### src/sv/sspb_pkg.sv
// shared types and constants for the scaled sprite blitter
`timescale 1ns / 1ps

package sspb_pkg;

    localparam int BITS_W  = 16;
    localparam int WIDTH_W = 5;
    localparam int ADDR_W  = 20;
    localparam int COLOR_W = 24;
    localparam int SCALE_W = 2;
    localparam int IDX_W   = 5;

    localparam logic [SCALE_W-1:0] SCALE_RESET = SCALE_W'(2);

    typedef struct packed {
        logic [BITS_W-1:0]  row_bits;
        logic [WIDTH_W-1:0] row_width;
        logic               first_row;
        logic [ADDR_W-1:0]  start_address;
        logic [COLOR_W-1:0] draw_color;
    } row_t;

    typedef struct packed {
        logic [ADDR_W-1:0]  write_address;
        logic [COLOR_W-1:0] write_color;
        logic               last_of_row;
    } wr_t;

    typedef struct packed {
        logic [SCALE_W-1:0] scale;
    } cfg_t;

    // address steps the shared adder can apply
    typedef enum logic [2:0] {
        DELTA_X,
        DELTA_Y,
        DELTA_PIX,
        DELTA_SKIP,
        DELTA_ROW
    } delta_e;

    typedef enum logic {
        OPA_CUR,
        OPA_BASE
    } opa_e;

    typedef struct packed {
        opa_e   opa;
        delta_e delta;
    } alu_op_t;

endpackage

### src/sv/sspb_if.sv
// handshake channels for sprite rows, pixel writes and the scale register
`timescale 1ns / 1ps

interface sspb_row_if
    import sspb_pkg::*;
();
    logic valid;
    logic ready;
    row_t data;

    modport source (output valid, output data, input ready);
    modport sink (input valid, input data, output ready);
endinterface

interface sspb_wr_if
    import sspb_pkg::*;
();
    logic valid;
    logic ready;
    wr_t  data;

    modport source (output valid, output data, input ready);
    modport sink (input valid, input data, output ready);
endinterface

interface sspb_cfg_if
    import sspb_pkg::*;
();
    logic valid;
    logic ready;
    cfg_t data;

    modport source (output valid, output data, input ready);
    modport sink (input valid, input data, output ready);
endinterface

### src/sv/scaled_sprite_blitter_transparent_core.sv
// top level of the scaled 1bpp sprite blitter with transparency
// a row item is loaded, then each sprite pixel is scanned and each set pixel gives
// scale * scale screen writes, which wait while the sink is not ready
// the first write goes via the load, scan and emit states into the output register
// one write per cycle at most, set by the single shared address adder
// reset: scale register returns to 2, row address to 0, output register empties
`timescale 1ns / 1ps

module scaled_sprite_blitter_transparent_core
    import sspb_pkg::*;
#(
    parameter int MAX_WIDTH       = 16,
    parameter int BYTES_PER_PIXEL = 3,
    parameter int LINE_PIXELS     = 640,
    parameter int MAX_SCALE       = 2
) (
    input  logic       clk,
    input  logic       rst_n,
    sspb_cfg_if.sink   cfg,
    sspb_row_if.sink   row,
    sspb_wr_if.source  wr
);

    logic [SCALE_W-1:0] scale_reg;
    logic               out_valid_reg, out_valid_next;
    wr_t                out_data_reg;

    logic               dbl;
    logic               busy;
    logic               start;
    logic               emit;
    logic               out_free;
    wr_t                seq_wr;
    alu_op_t            alu_op;
    logic [ADDR_W-1:0]  alu_sum;
    logic [ADDR_W-1:0]  cur;
    logic [ADDR_W-1:0]  base;

    // scale of 0 acts as 1, anything above the limit acts as the limit
    assign dbl      = (MAX_SCALE > 1) && scale_reg[1];
    assign start    = row.valid && !busy;
    assign out_free = !out_valid_reg || wr.ready;

    assign cfg.ready = 1'b1;
    assign row.ready = !busy;
    assign wr.valid  = out_valid_reg;
    assign wr.data   = out_data_reg;

    sspb_seq #(
        .MAX_WIDTH (MAX_WIDTH)
    ) u_seq (
        .clk      (clk),
        .rst_n    (rst_n),
        .start    (start),
        .item     (row.data),
        .dbl      (dbl),
        .out_free (out_free),
        .alu_sum  (alu_sum),
        .alu_op   (alu_op),
        .cur      (cur),
        .base     (base),
        .busy     (busy),
        .emit     (emit),
        .wr       (seq_wr)
    );

    sspb_addr_alu #(
        .BYTES_PER_PIXEL (BYTES_PER_PIXEL),
        .LINE_PIXELS     (LINE_PIXELS)
    ) u_alu (
        .op   (alu_op),
        .dbl  (dbl),
        .cur  (cur),
        .base (base),
        .sum  (alu_sum)
    );

    always_comb
    begin
        out_valid_next = out_valid_reg;
        if (emit)
        begin
            out_valid_next = 1'b1;
        end
        else if (wr.ready)
        begin
            out_valid_next = 1'b0;
        end
    end

    always_ff @(posedge clk or negedge rst_n)
    begin
        if (!rst_n)
        begin
            scale_reg     <= SCALE_RESET;
            out_valid_reg <= 1'b0;
        end
        else
        begin
            if (cfg.valid)
            begin
                scale_reg <= cfg.data.scale;
            end
            out_valid_reg <= out_valid_next;
        end
    end

    always_ff @(posedge clk)
    begin
        if (emit)
        begin
            out_data_reg <= seq_wr;
        end
    end

endmodule

### src/sv/sspb_addr_alu.sv
// shared address adder with selectable operand and step
`timescale 1ns / 1ps

module sspb_addr_alu
    import sspb_pkg::*;
#(
    parameter int BYTES_PER_PIXEL = 3,
    parameter int LINE_PIXELS     = 640
) (
    input  alu_op_t           op,
    input  logic              dbl,
    input  logic [ADDR_W-1:0] cur,
    input  logic [ADDR_W-1:0] base,
    output logic [ADDR_W-1:0] sum
);

    localparam int LINE_BYTES = BYTES_PER_PIXEL * LINE_PIXELS;

    localparam logic [ADDR_W-1:0] STEP_X     = ADDR_W'(BYTES_PER_PIXEL);
    // from end of first sub-line back to start of the second
    localparam logic [ADDR_W-1:0] STEP_Y     = ADDR_W'(LINE_BYTES - BYTES_PER_PIXEL);
    // from last sub-pixel of a 2x2 block to the next block's top left
    localparam logic [ADDR_W-1:0] STEP_PIX2  = ADDR_W'(BYTES_PER_PIXEL - LINE_BYTES);
    localparam logic [ADDR_W-1:0] STEP_SKIP2 = ADDR_W'(2 * BYTES_PER_PIXEL);
    localparam logic [ADDR_W-1:0] STEP_ROW1  = ADDR_W'(LINE_BYTES);
    localparam logic [ADDR_W-1:0] STEP_ROW2  = ADDR_W'(2 * LINE_BYTES);

    logic [ADDR_W-1:0] opa;
    logic [ADDR_W-1:0] opb;

    always_comb
    begin
        opa = (op.opa == OPA_BASE) ? base : cur;
        unique case (op.delta)
            DELTA_X:    opb = STEP_X;
            DELTA_Y:    opb = STEP_Y;
            DELTA_PIX:  opb = dbl ? STEP_PIX2 : STEP_X;
            DELTA_SKIP: opb = dbl ? STEP_SKIP2 : STEP_X;
            DELTA_ROW:  opb = dbl ? STEP_ROW2 : STEP_ROW1;
            default:    opb = STEP_X;
        endcase
        sum = opa + opb;
    end

endmodule

### src/sv/sspb_seq.sv
// row sequencer: scans sprite bits and walks sub-pixels through the shared adder
`timescale 1ns / 1ps

module sspb_seq
    import sspb_pkg::*;
#(
    parameter int MAX_WIDTH = 16
) (
    input  logic              clk,
    input  logic              rst_n,
    input  logic              start,
    input  row_t              item,
    input  logic              dbl,
    input  logic              out_free,
    input  logic [ADDR_W-1:0] alu_sum,
    output alu_op_t           alu_op,
    output logic [ADDR_W-1:0] cur,
    output logic [ADDR_W-1:0] base,
    output logic              busy,
    output logic              emit,
    output wr_t               wr
);

    localparam logic [5:0] WIDTH_CAP = 6'(MAX_WIDTH);

    typedef enum logic [1:0] {
        S_IDLE,
        S_SCAN,
        S_EMIT
    } state_t;

    state_t               state_reg, state_next;
    logic [ADDR_W-1:0]    row_reg, row_next;
    logic [ADDR_W-1:0]    cur_reg, cur_next;
    logic [IDX_W-1:0]     idx_reg, idx_next;
    logic                 x_reg, x_next;
    logic                 y_reg, y_next;
    logic [BITS_W-1:0]    bits_reg, bits_next;
    logic [COLOR_W-1:0]   color_reg, color_next;

    logic [5:0]           width_clamp;
    logic                 cur_bit;
    logic [BITS_W-1:0]    below;
    logic                 lower_any;
    logic                 last_sub;

    always_comb
    begin
        width_clamp = ({1'b0, item.row_width} > WIDTH_CAP) ? WIDTH_CAP
                                                           : {1'b0, item.row_width};
        cur_bit = (idx_reg < IDX_W'(BITS_W)) ? bits_reg[idx_reg[3:0]] : 1'b0;
        for (int i = 0; i < BITS_W; i++)
        begin
            below[i] = bits_reg[i] && (IDX_W'(i) < idx_reg);
        end
        lower_any = |below;
        last_sub  = (x_reg == dbl) && (y_reg == dbl);
        base      = item.first_row ? item.start_address : row_reg;
    end

    always_comb
    begin
        state_next = state_reg;
        row_next   = row_reg;
        cur_next   = cur_reg;
        idx_next   = idx_reg;
        x_next     = x_reg;
        y_next     = y_reg;
        bits_next  = bits_reg;
        color_next = color_reg;
        alu_op     = '{opa: OPA_CUR, delta: DELTA_X};
        emit       = 1'b0;
        wr.write_address = cur_reg;
        wr.write_color   = color_reg;
        wr.last_of_row   = last_sub && !lower_any;

        unique case (state_reg)
            S_IDLE:
            begin
                alu_op = '{opa: OPA_BASE, delta: DELTA_ROW};
                if (start)
                begin
                    row_next   = alu_sum;
                    cur_next   = base;
                    bits_next  = item.row_bits;
                    color_next = item.draw_color;
                    x_next     = 1'b0;
                    y_next     = 1'b0;
                    idx_next   = IDX_W'(width_clamp - 6'd1);
                    if (width_clamp != 6'd0)
                    begin
                        state_next = S_SCAN;
                    end
                end
            end
            S_SCAN:
            begin
                alu_op = '{opa: OPA_CUR, delta: DELTA_SKIP};
                if (cur_bit)
                begin
                    state_next = S_EMIT;
                end
                else
                begin
                    cur_next = alu_sum;
                    if (idx_reg == '0)
                    begin
                        state_next = S_IDLE;
                    end
                    else
                    begin
                        idx_next = idx_reg - 1'b1;
                    end
                end
            end
            S_EMIT:
            begin
                priority if (last_sub)
                begin
                    alu_op = '{opa: OPA_CUR, delta: DELTA_PIX};
                end
                else if (x_reg != dbl)
                begin
                    alu_op = '{opa: OPA_CUR, delta: DELTA_X};
                end
                else
                begin
                    alu_op = '{opa: OPA_CUR, delta: DELTA_Y};
                end
                if (out_free)
                begin
                    emit     = 1'b1;
                    cur_next = alu_sum;
                    priority if (last_sub)
                    begin
                        x_next = 1'b0;
                        y_next = 1'b0;
                        if (idx_reg == '0)
                        begin
                            state_next = S_IDLE;
                        end
                        else
                        begin
                            idx_next   = idx_reg - 1'b1;
                            state_next = S_SCAN;
                        end
                    end
                    else if (x_reg != dbl)
                    begin
                        x_next = 1'b1;
                    end
                    else
                    begin
                        x_next = 1'b0;
                        y_next = 1'b1;
                    end
                end
            end
            default:
            begin
                state_next = S_IDLE;
            end
        endcase
    end

    always_ff @(posedge clk or negedge rst_n)
    begin
        if (!rst_n)
        begin
            state_reg <= S_IDLE;
            row_reg   <= '0;
            idx_reg   <= '0;
            x_reg     <= 1'b0;
            y_reg     <= 1'b0;
        end
        else
        begin
            state_reg <= state_next;
            row_reg   <= row_next;
            idx_reg   <= idx_next;
            x_reg     <= x_next;
            y_reg     <= y_next;
        end
    end

    always_ff @(posedge clk)
    begin
        cur_reg   <= cur_next;
        bits_reg  <= bits_next;
        color_reg <= color_next;
    end

    assign cur  = cur_reg;
    assign busy = (state_reg != S_IDLE);

endmodule
### src/flat_wrapper.sv
// flat-port wrapper written by rule: the top's interface ports become plain ports
module scaled_sprite_blitter_transparent_core_flat import sspb_pkg::*;
#(
    parameter int MAX_WIDTH       = 16,
    parameter int BYTES_PER_PIXEL = 3,
    parameter int LINE_PIXELS     = 640,
    parameter int MAX_SCALE       = 2
)
  (clk, rst_n, cfg_valid, cfg_data, cfg_ready, row_valid, row_data, row_ready, wr_valid, wr_data, wr_ready);
  sspb_cfg_if cfg_i ();
  sspb_row_if row_i ();
  sspb_wr_if wr_i ();
  input  logic clk;
  input  logic rst_n;
  input wire logic [$bits(cfg_i.valid)-1:0] cfg_valid;
  input wire logic [$bits(cfg_i.data)-1:0] cfg_data;
  output wire logic [$bits(cfg_i.ready)-1:0] cfg_ready;
  input wire logic [$bits(row_i.valid)-1:0] row_valid;
  input wire logic [$bits(row_i.data)-1:0] row_data;
  output wire logic [$bits(row_i.ready)-1:0] row_ready;
  output wire logic [$bits(wr_i.valid)-1:0] wr_valid;
  output wire logic [$bits(wr_i.data)-1:0] wr_data;
  input wire logic [$bits(wr_i.ready)-1:0] wr_ready;
  assign cfg_i.valid = cfg_valid;
  assign cfg_i.data = cfg_data;
  assign cfg_ready = cfg_i.ready;
  assign row_i.valid = row_valid;
  assign row_i.data = row_data;
  assign row_ready = row_i.ready;
  assign wr_valid = wr_i.valid;
  assign wr_data = wr_i.data;
  assign wr_i.ready = wr_ready;
  scaled_sprite_blitter_transparent_core #(.MAX_WIDTH(MAX_WIDTH), .BYTES_PER_PIXEL(BYTES_PER_PIXEL), .LINE_PIXELS(LINE_PIXELS), .MAX_SCALE(MAX_SCALE)) u_core (.clk(clk), .rst_n(rst_n), .cfg(cfg_i), .row(row_i), .wr(wr_i));
endmodule
### config.mk
export PLATFORM = sky130hd
export DESIGN_NAME = scaled_sprite_blitter_transparent_core_flat
export DESIGN_NICKNAME = d
export VERILOG_FILES = /design/src/sv/sspb_pkg.sv /design/src/sv/sspb_if.sv /design/src/sv/scaled_sprite_blitter_transparent_core.sv /design/src/sv/sspb_addr_alu.sv /design/src/sv/sspb_seq.sv /design/src/flat_wrapper.sv
export SDC_FILE = /design/constraint.sdc
export NUM_CORES = 1
export LEC_CHECK = 0
export BUFFER_PORTS_ARGS = -buffer_cell sky130_fd_sc_hd__buf_4
export CORE_MARGIN = 1
export CORE_UTILIZATION = 43
export CTS_CLUSTER_SIZE = 30
export DETAILED_ROUTE_END_ITERATION = 7
export MAX_ROUTING_LAYER = met4
export SLEW_MARGIN = 20
export SYNTH_ARGS = -nofsm -noshare
export SYNTH_HDL_FRONTEND = slang
export SYNTH_SLANG_ARGS = --single-unit
export TNS_END_PERCENT = 10
### constraint.sdc
create_clock -name clk -period 4.7 [get_ports clk]
set_input_delay 1.41 -clock clk [delete_from_list [all_inputs] [get_ports clk]]
set_output_delay 1.41 -clock clk [all_outputs]
set_load 0.01 [all_outputs]
==> impl_metrics.env, run 1 <==
export IMPL_p_seq_frac=0.335
export IMPL_initial_core_util=0.439
export IMPL_cap_violations=0
export IMPL_ios=121
export IMPL_p_sw_frac=0.404
export IMPL_yosysUniqueCellTypes=68
export IMPL_grt_pass1_vias=5152
export IMPL_drcViolationCount=0
export IMPL_ant_nets=0
export IMPL_finClkSkew_ps=8.98
export IMPL_postSynthCellCount=611
export IMPL_globalRouteTotalUtil=0.219
export IMPL_clk_pin_slew_worst_paths_ps=60
export IMPL_powerDensity_nw_per_um2=715
export IMPL_whs_ps=412
export IMPL_routed_wirelength_um=16800
export IMPL_yosys_warnings=0
export IMPL_comb_power_share=0.460
export IMPL_criticalPathCategory="reg2reg"
export IMPL_internal_power_mw=3.69
export IMPL_synth_area_mux_share=0.0719
export IMPL_netlist_area_sq_um=6980
export IMPL_area_growth_pct=24.1
export IMPL_ctsHoldBuffers=0
export IMPL_start_kind="register"
export IMPL_synth_edf_count=105
export IMPL_cts_setup_buffers=0
export IMPL_synth_xor_area_share=0.0188
export IMPL_grt_overflow_total=0
export IMPL_gp_congestion=0.888
export IMPL_finalCritPeriodShare=0.858
export IMPL_antenna_found_initial=0
export IMPL_worstPathArrival_ps=4270
export IMPL_vdd_ir_drop_worst_mv=0.342
export IMPL_synthTopCellsByCount="edfxtp_1 (105), a21oi_1 (56), nand2_1 (55), nor2_1 (47), mux2i_1 (40)"
export IMPL_p_leak_nw=3.57
export IMPL_synth_most_common_cell="edfxtp_1"
export IMPL_setup_tns_ps=0
export IMPL_cts_buffers=17
export IMPL_core_area_sq_um=15900
export IMPL_synth_top_cells_by_area="edfxtp_1 (45%), dfrtp_1 (11%), mux2i_1 (5.7%)"
export IMPL_cts_root_buf="clkbuf_16"
export IMPL_routed_via_count=5149
export IMPL_hp_class="reg2reg"
export IMPL_post_route_cells_drive_above_1_share=0.248
export IMPL_fp_row_count=46
export IMPL_drtIter0Drc=280
export IMPL_clock_latency_ps=420
export IMPL_viasPerCell=5.37
export IMPL_synth_compound_area_share=0.141
export IMPL_relSlewSlack=0.464
export IMPL_cts_resized=0
export IMPL_die_y_um=129
export IMPL_grt_max_degree=41
export IMPL_h_tree_depth=4
export IMPL_end_kind="register"
export IMPL_diodes=0
export IMPL_largest_reg_flops=45
export IMPL_synth_flop_cell="edfxtp_1"
export IMPL_synth_top_family_by_area="compound AO/OA/AOI/OAI gates"
export IMPL_wl_per_cell_um=17.5
export IMPL_hpwl_um=11500
export IMPL_die_x_um=129
export IMPL_finalCoreUtilization=0.545
export IMPL_synth_seq_cells=136
export IMPL_setup_viol=0
export IMPL_ctsLongestPathBuffers=2
export IMPL_grt_pass1_wl_um=26800
export IMPL_numPortBuffers=118
export IMPL_synth_top_area_share=0.452
export IMPL_fin_crit_ps=4030
export IMPL_cts_tree="yes"
export IMPL_worstPathRequired_ps=4940
export IMPL_synth_adder_area_share=0.0531
export IMPL_fmax_mhz=248
export IMPL_cp_max_fo=7
export IMPL_hold_viol_final=0
export IMPL_outcome="completed"
export IMPL_rsz0062_at_grt="false"
export IMPL_worstMarginPinSlew_ps=805
export IMPL_yosysSeqAreaShare=0.563
export IMPL_async_flop_share=0.228
export IMPL_yosys_area_share_simple=0.119
export IMPL_syn_avg_cell_area_sq_um=11.4
export IMPL_drv_slew=0
export IMPL_switching_power_mw=2.50
export IMPL_clkPwrFrac=0.205
export IMPL_firstDrtPassIters=5
export IMPL_nets=832
export IMPL_synth_top_cell_by_area="edfxtp_1"
export IMPL_clkSinkCount=136
export IMPL_dieArea_sq_um=16700
export IMPL_syn_nets=713
-- cells in the final DEF (no fill, tap or decap), types with 7 or more instances in the layout --
master	n
o211ai_1	7
nand4_1	8
nand3_1	15
nand2b_1	14
nor3_1	9
edfxtp_1	105
inv_1	22
dfrtp_1	30
nand2_1	55
nor2_1	47
mux2i_1	40
ha_1	28
clkbuf_16	17
buf_4	130
xnor2_1	10
a21o_1	8
mux2_2	7
o21ai_0	34
a21oi_1	56
-- path summary, 6_finish.rpt --
check	start	endpoint	slack, ps	depth (start not counted)
setup / recovery	u_core.u_seq.state_reg[0]	u_core.u_seq.cur[18]	670	14
hold / removal	u_core.u_seq.color_reg[22]	u_core.wr.data[23]	410	0
setup reg to reg	u_core.u_seq.state_reg[0]	u_core.u_seq.cur[18]	670	14
hold reg to reg	u_core.u_seq.color_reg[22]	u_core.wr.data[23]	410	0
max in group asynchronous	rst_n	u_core.scale_reg[1]	3400	1
min in group asynchronous	rst_n	u_core.u_seq.row_reg[7]	940	1
-- cell type report --
| class | count | area (sq um) |
|---|---|---|
| inverters | 23 | 86.3 |
| clock buffers | 18 | 429 |
| multi-input cells | 421 | 2820 |
| clock inverters | 13 | 123 |
| well taps | 216 | 270 |
| repair buffers | 131 | 996 |
| flip-flops and latches | 136 | 3930 |
| fillers | 1419 | 7230 |
-- worst max-delay path: stages (launching register included) --
cell,delay (ps)
dfrtp_1,430
inv_1,130
ha_1,300
nor3b_2,400
a21oi_1,130
o221ai_1,200
ha_1,210
inv_1,60
fa_1,460
nand2b_1,180
a21oi_1,200
o2111ai_1,200
a21oi_1,330
mux2_2,380
a211oi_1,240
-- per-layer routing --
layer / up-vias / wire, um / global-route usage
li1: 2506 / - / -
met1: 2477 / 7820 / 0.284
met2: 146 / 7840 / 0.344
met3: 20 / 879 / 0.0454
met4: 0 / 223 / 0.0671
met5: - / 0 / -
-- through the flow --
| step | setup slack [ps] | cells | power (mW) | instance area (sq um) |
|---|---|---|---|---|
| after floorplan | 400 | 611 | 4.12 | 6980 |
| after global placement | 414 | 927 | 4.84 | 8100 |
| after detailed placement | 399 | 927 | 4.92 | 8100 |
| after CTS | 717 | 958 | 6.22 | 8650 |
| after global routing | 465 | 958 | 6.66 | 8650 |
| final | 669 | 958 | 6.19 | 8650 |
-- cell families after synthesis --
| family | after synthesis |
|---|---|
| and+or+nand+nor | 174 |
| AOI/OAI and AO/OA | 154 |
| DFF | 136 |
| buffers and inverters | 54 |
| muxes | 48 |
| adders and majority gates | 29 |
| xor gates and xnor gates | 15 |
| other | 1 |
-- power groups by stage --
| stage | combinational, mW | clock, mW | sequential (mW) |
|---|---|---|---|
| floorplan | 2.11 | 0 | 2.01 |
| global placement | 2.77 | 0 | 2.07 |
| detailed placement | 2.83 | 0 | 2.09 |
| CTS | 2.85 | 1.30 | 2.07 |
| global route | 3.19 | 1.35 | 2.12 |
| finish | 2.85 | 1.27 | 2.07 |
Power figures use the tool's default switching activity.
==> run 2, diff against run 1 <==
--- a/config.mk
+++ b/config.mk
@@ -6,11 +6,14 @@
 export NUM_CORES = 1
 export LEC_CHECK = 0
 export BUFFER_PORTS_ARGS = -buffer_cell sky130_fd_sc_hd__buf_4
+export CELL_PAD_IN_SITES_DETAIL_PLACEMENT = 1
+export CELL_PAD_IN_SITES_GLOBAL_PLACEMENT = 1
 export CORE_MARGIN = 1
 export CORE_UTILIZATION = 43
 export CTS_CLUSTER_SIZE = 30
 export DETAILED_ROUTE_END_ITERATION = 7
 export MAX_ROUTING_LAYER = met4
+export PLACE_DENSITY_LB_ADDON = 0.1
 export SLEW_MARGIN = 20
 export SYNTH_ARGS = -nofsm -noshare
 export SYNTH_HDL_FRONTEND = slang
==> impl_metrics.env, run 2 (synthesis results as in run 1) <==
export IMPL_cts_resized=0
export IMPL_start_kind="register"
export IMPL_fmax_mhz=249
export IMPL_largest_reg_flops=45
export IMPL_ios=121
export IMPL_worstPathArrival_ps=4260
export IMPL_diodes=0
export IMPL_layout_common_cells="buf_4 (131), edfxtp_1 (105), a21oi_1 (56), nand2_1 (55), nor2_1 (47)"
export IMPL_numPortBuffers=118
export IMPL_drtIter0Drc=248
export IMPL_grt_max_degree=41
export IMPL_nets=832
export IMPL_rrSetupSlack_ps=680
export IMPL_setup_viol=0
export IMPL_die_y_um=129
export IMPL_h_tree_depth=4
export IMPL_die_x_um=129
export IMPL_relSlewSlack=0.392
export IMPL_clock_latency_ps=420
export IMPL_drcViolationCount=0
export IMPL_firstDrtPassIters=4
export IMPL_internal_power_mw=3.66
export IMPL_clkSinkCount=136
export IMPL_setup_tns_ps=0
export IMPL_cts_root_buf="clkbuf_16"
export IMPL_grt_pass1_wl_um=29700
export IMPL_finalWorstSetupSlack_ps=679
export IMPL_worstPathRequired_ps=4940
export IMPL_hpwl_um=13000
export IMPL_fin_crit_ps=4020
export IMPL_place_ws_ps=281
export IMPL_antenna_found_initial=0
export IMPL_finClkSkew_ps=9.24
export IMPL_comb_power_share=0.466
export IMPL_ctsHoldBuffers=0
export IMPL_area_growth_pct=24.0
export IMPL_fp_row_count=46
export IMPL_wl_per_cell_um=19.8
export IMPL_ctsLongestPathBuffers=2
export IMPL_switching_power_mw=2.62
export IMPL_grt_overflow_total=0
export IMPL_design_area_sq_um=8650
export IMPL_powerDensity_nw_per_um2=726
export IMPL_postPlaceCellArea_sq_um=8090
export IMPL_drv_slew=0
export IMPL_gp_congestion=0.842
export IMPL_cts_buffers=17
export IMPL_cts_tree="yes"
export IMPL_rsz0062_at_grt="false"
export IMPL_p_leak_nw=3.57
export IMPL_hold_viol_final=0
export IMPL_cap_violations=0
export IMPL_grt_pass1_vias=5608
export IMPL_end_kind="register"
export IMPL_post_route_cells_drive_above_1_share=0.249
export IMPL_cp_max_fo=7
export IMPL_worstMarginPinSlew_ps=911
export IMPL_dieArea_sq_um=16700
export IMPL_viasPerCell=5.52
export IMPL_cts_setup_buffers=0
export IMPL_final_common_cell="buf_4"
export IMPL_globalRouteTotalUtil=0.245
export IMPL_vdd_ir_drop_worst_mv=0.338
export IMPL_routed_via_count=5294
export IMPL_ant_nets=0
export IMPL_finalCritPeriodShare=0.856
export IMPL_routed_wirelength_um=19000
export IMPL_criticalPathCategory="reg2reg"
export IMPL_clk_pin_slew_worst_paths_ps=60
export IMPL_outcome="completed"
export IMPL_p_sw_frac=0.417
export IMPL_initial_core_util=0.439
export IMPL_core_area_sq_um=15900
export IMPL_p_seq_frac=0.332
export IMPL_hp_class="reg2reg"
export IMPL_clkPwrFrac=0.202
==> run 2: cell count changes in the layout (fill, tap and decap cells not counted) <==
cell,delta
clkinv_2,-2
buf_4,+1
clkinv_4,-1
clkbuf_1,-1
bufinv_16,-1
buf_12,-1
inv_8,+6
inv_6,-1
clkinv_1,+1
==> run 2: per-layer routing <==
| metal | up-vias | part of all wire | global-route usage | routed length, um |
|---|---|---|---|---|
| met5 | - | 0 | - | 0 |
| met4 | 0 | 0.013 | 0.0851 | 239 |
| met3 | 22 | 0.051 | 0.0512 | 980 |
| met2 | 142 | 0.51 | 0.417 | 9680 |
| met1 | 2626 | 0.43 | 0.287 | 8140 |
| li1 | 2504 | - | - | - |
==> run 2: critical path: stages, from the launching register on <==
cell       delay (ps)
dfrtp_1           430
inv_1             130
ha_1              290
nor3b_2           420
a21oi_1           150
o221ai_1          200
ha_1              210
inv_1              70
fa_1              470
nand2b_1          190
a21oi_1           180
o2111ai_1         220
a21oi_1           180
buf_4             160
mux2_2            320
a211oi_1          230
==> run 2: power groups by stage <==
stage                     logic (mW)  registers, mW  clock network, mW
after floorplan                 2.11           2.01                  0
after global placement          2.78           2.08                  0
after detailed placement        2.91           2.10                  0
after CTS                       2.94           2.08               1.30
after global routing            3.25           2.13               1.34
final                           2.93           2.09               1.27
==> run 2: final cells by class <==
class                           instances  area [sq um]
Fill cell                            1709          7230
Sequential cell                       136          3930
Multi-Input combinational cell        421          2820
Timing Repair Buffer                  131           983
Clock buffer                           17           425
Tap cell                              216           270
Clock inverter                         15           136
Inverter                               23          86.3
==> run 2: metrics by stage <==
stage          hold WS [ps]  utilization  total power [mW]  std cells
2_1_floorplan           400            -              4.12        611
3_3_place_gp            401        0.509              4.85        927
3_5_place_dp            406        0.509              5.01        927
4_1_cts                 419        0.545              6.32        959
5_1_grt                 425        0.545              6.72        959
6_report                420        0.545              6.28        959
==> run 2: worst paths after layout <==
path,endpoint,cells after the start,start
max,u_core.u_seq.cur[18],15,u_core.u_seq.state_reg[0]
min,u_core.wr.data[17],0,u_core.u_seq.color_reg[16]
max reg2reg,u_core.u_seq.cur[18],15,u_core.u_seq.state_reg[0]
min reg2reg,u_core.wr.data[17],0,u_core.u_seq.color_reg[16]
max in group asynchronous,u_core.scale_reg[1],1,rst_n
min in group asynchronous,u_core.u_seq.row_reg[14],1,rst_n
==> run 3, diff against run 2 <==
==> constraint.sdc (replaced) <==
create_clock -name clk -period 4.7 [get_ports clk]
set_input_delay 0.47 -clock clk [delete_from_list [all_inputs] [get_ports clk]]
set_output_delay 0.47 -clock clk [all_outputs]
set_load 0.01 [all_outputs]
==> impl_metrics.env, run 3 (synthesis results as in run 1) <==
export IMPL_drcViolationCount=0
export IMPL_initial_core_util=0.439
export IMPL_crit_slowest_cell="fa_1"
export IMPL_cp_max_fo=7
export IMPL_cts_root_buf="clkbuf_16"
export IMPL_ios=121
export IMPL_globalRouteTotalUtil=0.241
export IMPL_hpwl_um=13300
export IMPL_final_common_cell="buf_4"
export IMPL_dpl_cell_count=926
export IMPL_wl_per_cell_um=19.7
export IMPL_setup_tns_ps=0
export IMPL_layout_cells_non_filler=958
export IMPL_cts_tree="yes"
export IMPL_cts_resized=0
export IMPL_grt_pass1_wl_um=29200
export IMPL_start_kind="register"
export IMPL_cts_setup_buffers=0
export IMPL_layout_common_cells="buf_4 (130), edfxtp_1 (105), a21oi_1 (56), nand2_1 (55), nor2_1 (47)"
export IMPL_hp_class="in2async"
export IMPL_post_route_cells_drive_above_1_share=0.245
export IMPL_clk_pin_slew_worst_paths_ps=60
export IMPL_max_stage_delay_ps=450
export IMPL_rsz0062_at_grt="false"
export IMPL_antenna_found_initial=0
export IMPL_worstPathArrival_ps=4430
export IMPL_clkPwrFrac=0.202
export IMPL_grt_overflow_total=0
export IMPL_whs_ps=8.23
export IMPL_firstDrtPassIters=4
export IMPL_fp_row_count=46
export IMPL_area_growth_pct=23.8
export IMPL_cts_buffers=17
export IMPL_hold_viol_final=0
export IMPL_ant_nets=0
export IMPL_fmax_mhz=239
export IMPL_outcome="completed"
export IMPL_cap_violations=0
export IMPL_h_tree_depth=4
export IMPL_fin_crit_ps=4180
export IMPL_switching_power_mw=2.57
export IMPL_internal_power_mw=3.70
export IMPL_cp_cell_sequence="inv_1 > ha_1 > nor3b_2 > a21oi_1 > o221ai_1 > ha_1 > inv_1 > fa_1 > nand2b_1 > a21oi_1 > o2111ai_1 > a21oi_1 > mux2_2 > a211oi_1"
export IMPL_end_kind="register"
export IMPL_viasPerCell=5.47
export IMPL_p_seq_frac=0.332
export IMPL_clkSinkCount=136
export IMPL_cpMostUsedCell="a21oi_1"
export IMPL_finClkSkew_ps=9.69
export IMPL_grt_max_degree=39
export IMPL_drtIter0Drc=226
export IMPL_vdd_ir_drop_worst_mv=0.324
export IMPL_die_y_um=129
export IMPL_routed_via_count=5237
export IMPL_largest_reg_flops=45
export IMPL_ctsHoldBuffers=0
export IMPL_finalCritPeriodShare=0.889
export IMPL_relSlewSlack=0.456
export IMPL_worstPathRequired_ps=4950
export IMPL_ctsLongestPathBuffers=2
export IMPL_gp_congestion=0.833
export IMPL_drv_slew=0
export IMPL_grt_pass1_vias=5584
export IMPL_setup_viol=0
export IMPL_clock_latency_ps=420
export IMPL_powerDensity_nw_per_um2=726
export IMPL_p_leak_nw=3.55
export IMPL_criticalPathCategory="reg2reg"
export IMPL_worstMarginPinSlew_ps=816
export IMPL_p_sw_frac=0.410
export IMPL_diodes=0
export IMPL_routed_wirelength_um=18900
export IMPL_comb_power_share=0.466
export IMPL_dieArea_sq_um=16700
export IMPL_nets=831
export IMPL_numPortBuffers=118
export IMPL_core_area_sq_um=15900
export IMPL_die_x_um=129
run 3: per-stage QoR:
stage                     utilization  power (mW)  area, sq um  setup slack [ps]
after floorplan                     -        4.12         6980              1200
after global placement          0.509        4.86         8080               692
after detailed placement        0.509        5.01         8080               568
after CTS                       0.544        6.31         8640               560
after global routing            0.544        6.70         8640               263
final                           0.544        6.27         8640               521
run 3: per-layer routing:
layer	track usage	vias up	routed length [um]
met5	-	-	0
li1	-	2512	-
met3	0.0562	26	1050
met2	0.420	143	9720
met4	0.0768	0	254
met1	0.274	2556	7830
run 3: power by group through the flow:
stage	Combinational (mW)	Clock (mW)	Sequential, mW
finish	2.92	1.27	2.08
global route	3.25	1.34	2.12
CTS	2.93	1.29	2.08
detailed placement	2.91	0	2.10
global placement	2.79	0	2.07
floorplan	2.11	0	2.01
run 3: path summary, 6_finish.rpt:
| path | startpoint | end | slack (ps) | cells after the start |
|---|---|---|---|---|
| worst max-delay path | u_core.u_seq.state_reg[0] | u_core.u_seq.cur[18] | 520 | 14 |
| worst min register to register | u_core.u_seq.color_reg[16] | u_core.wr.data[17] | 410 | 0 |
| worst min-delay path | rst_n | u_core.u_seq.row_reg[19] | 8 | 1 |
| max in group asynchronous | rst_n | u_core.scale_reg[1] | 4340 | 1 |
| min in group clk | cfg_valid | u_core.scale_reg[1] | 200 | 2 |
| worst max register to register | u_core.u_seq.state_reg[0] | u_core.u_seq.cur[18] | 520 | 14 |
run 3: worst max-delay path, delay by kind of cell, from the launching register on:
family / cells / cell delay, ps
buf+inv: 2 / 200
flops: 1 / 430
compound gates: 6 / 1440
fa+ha+maj: 3 / 940
mux: 1 / 370
simple gates: 2 / 610
run 3: area by class of cell:
class                      count  area, sq um
tap                          216          270
fill                        1716         7250
inverter                      23         86.3
timing repair buffer         130          976
sequential                   136         3930
clock buffer                  19          433
clock inverter                13          121
multi-input combinational    421         2820
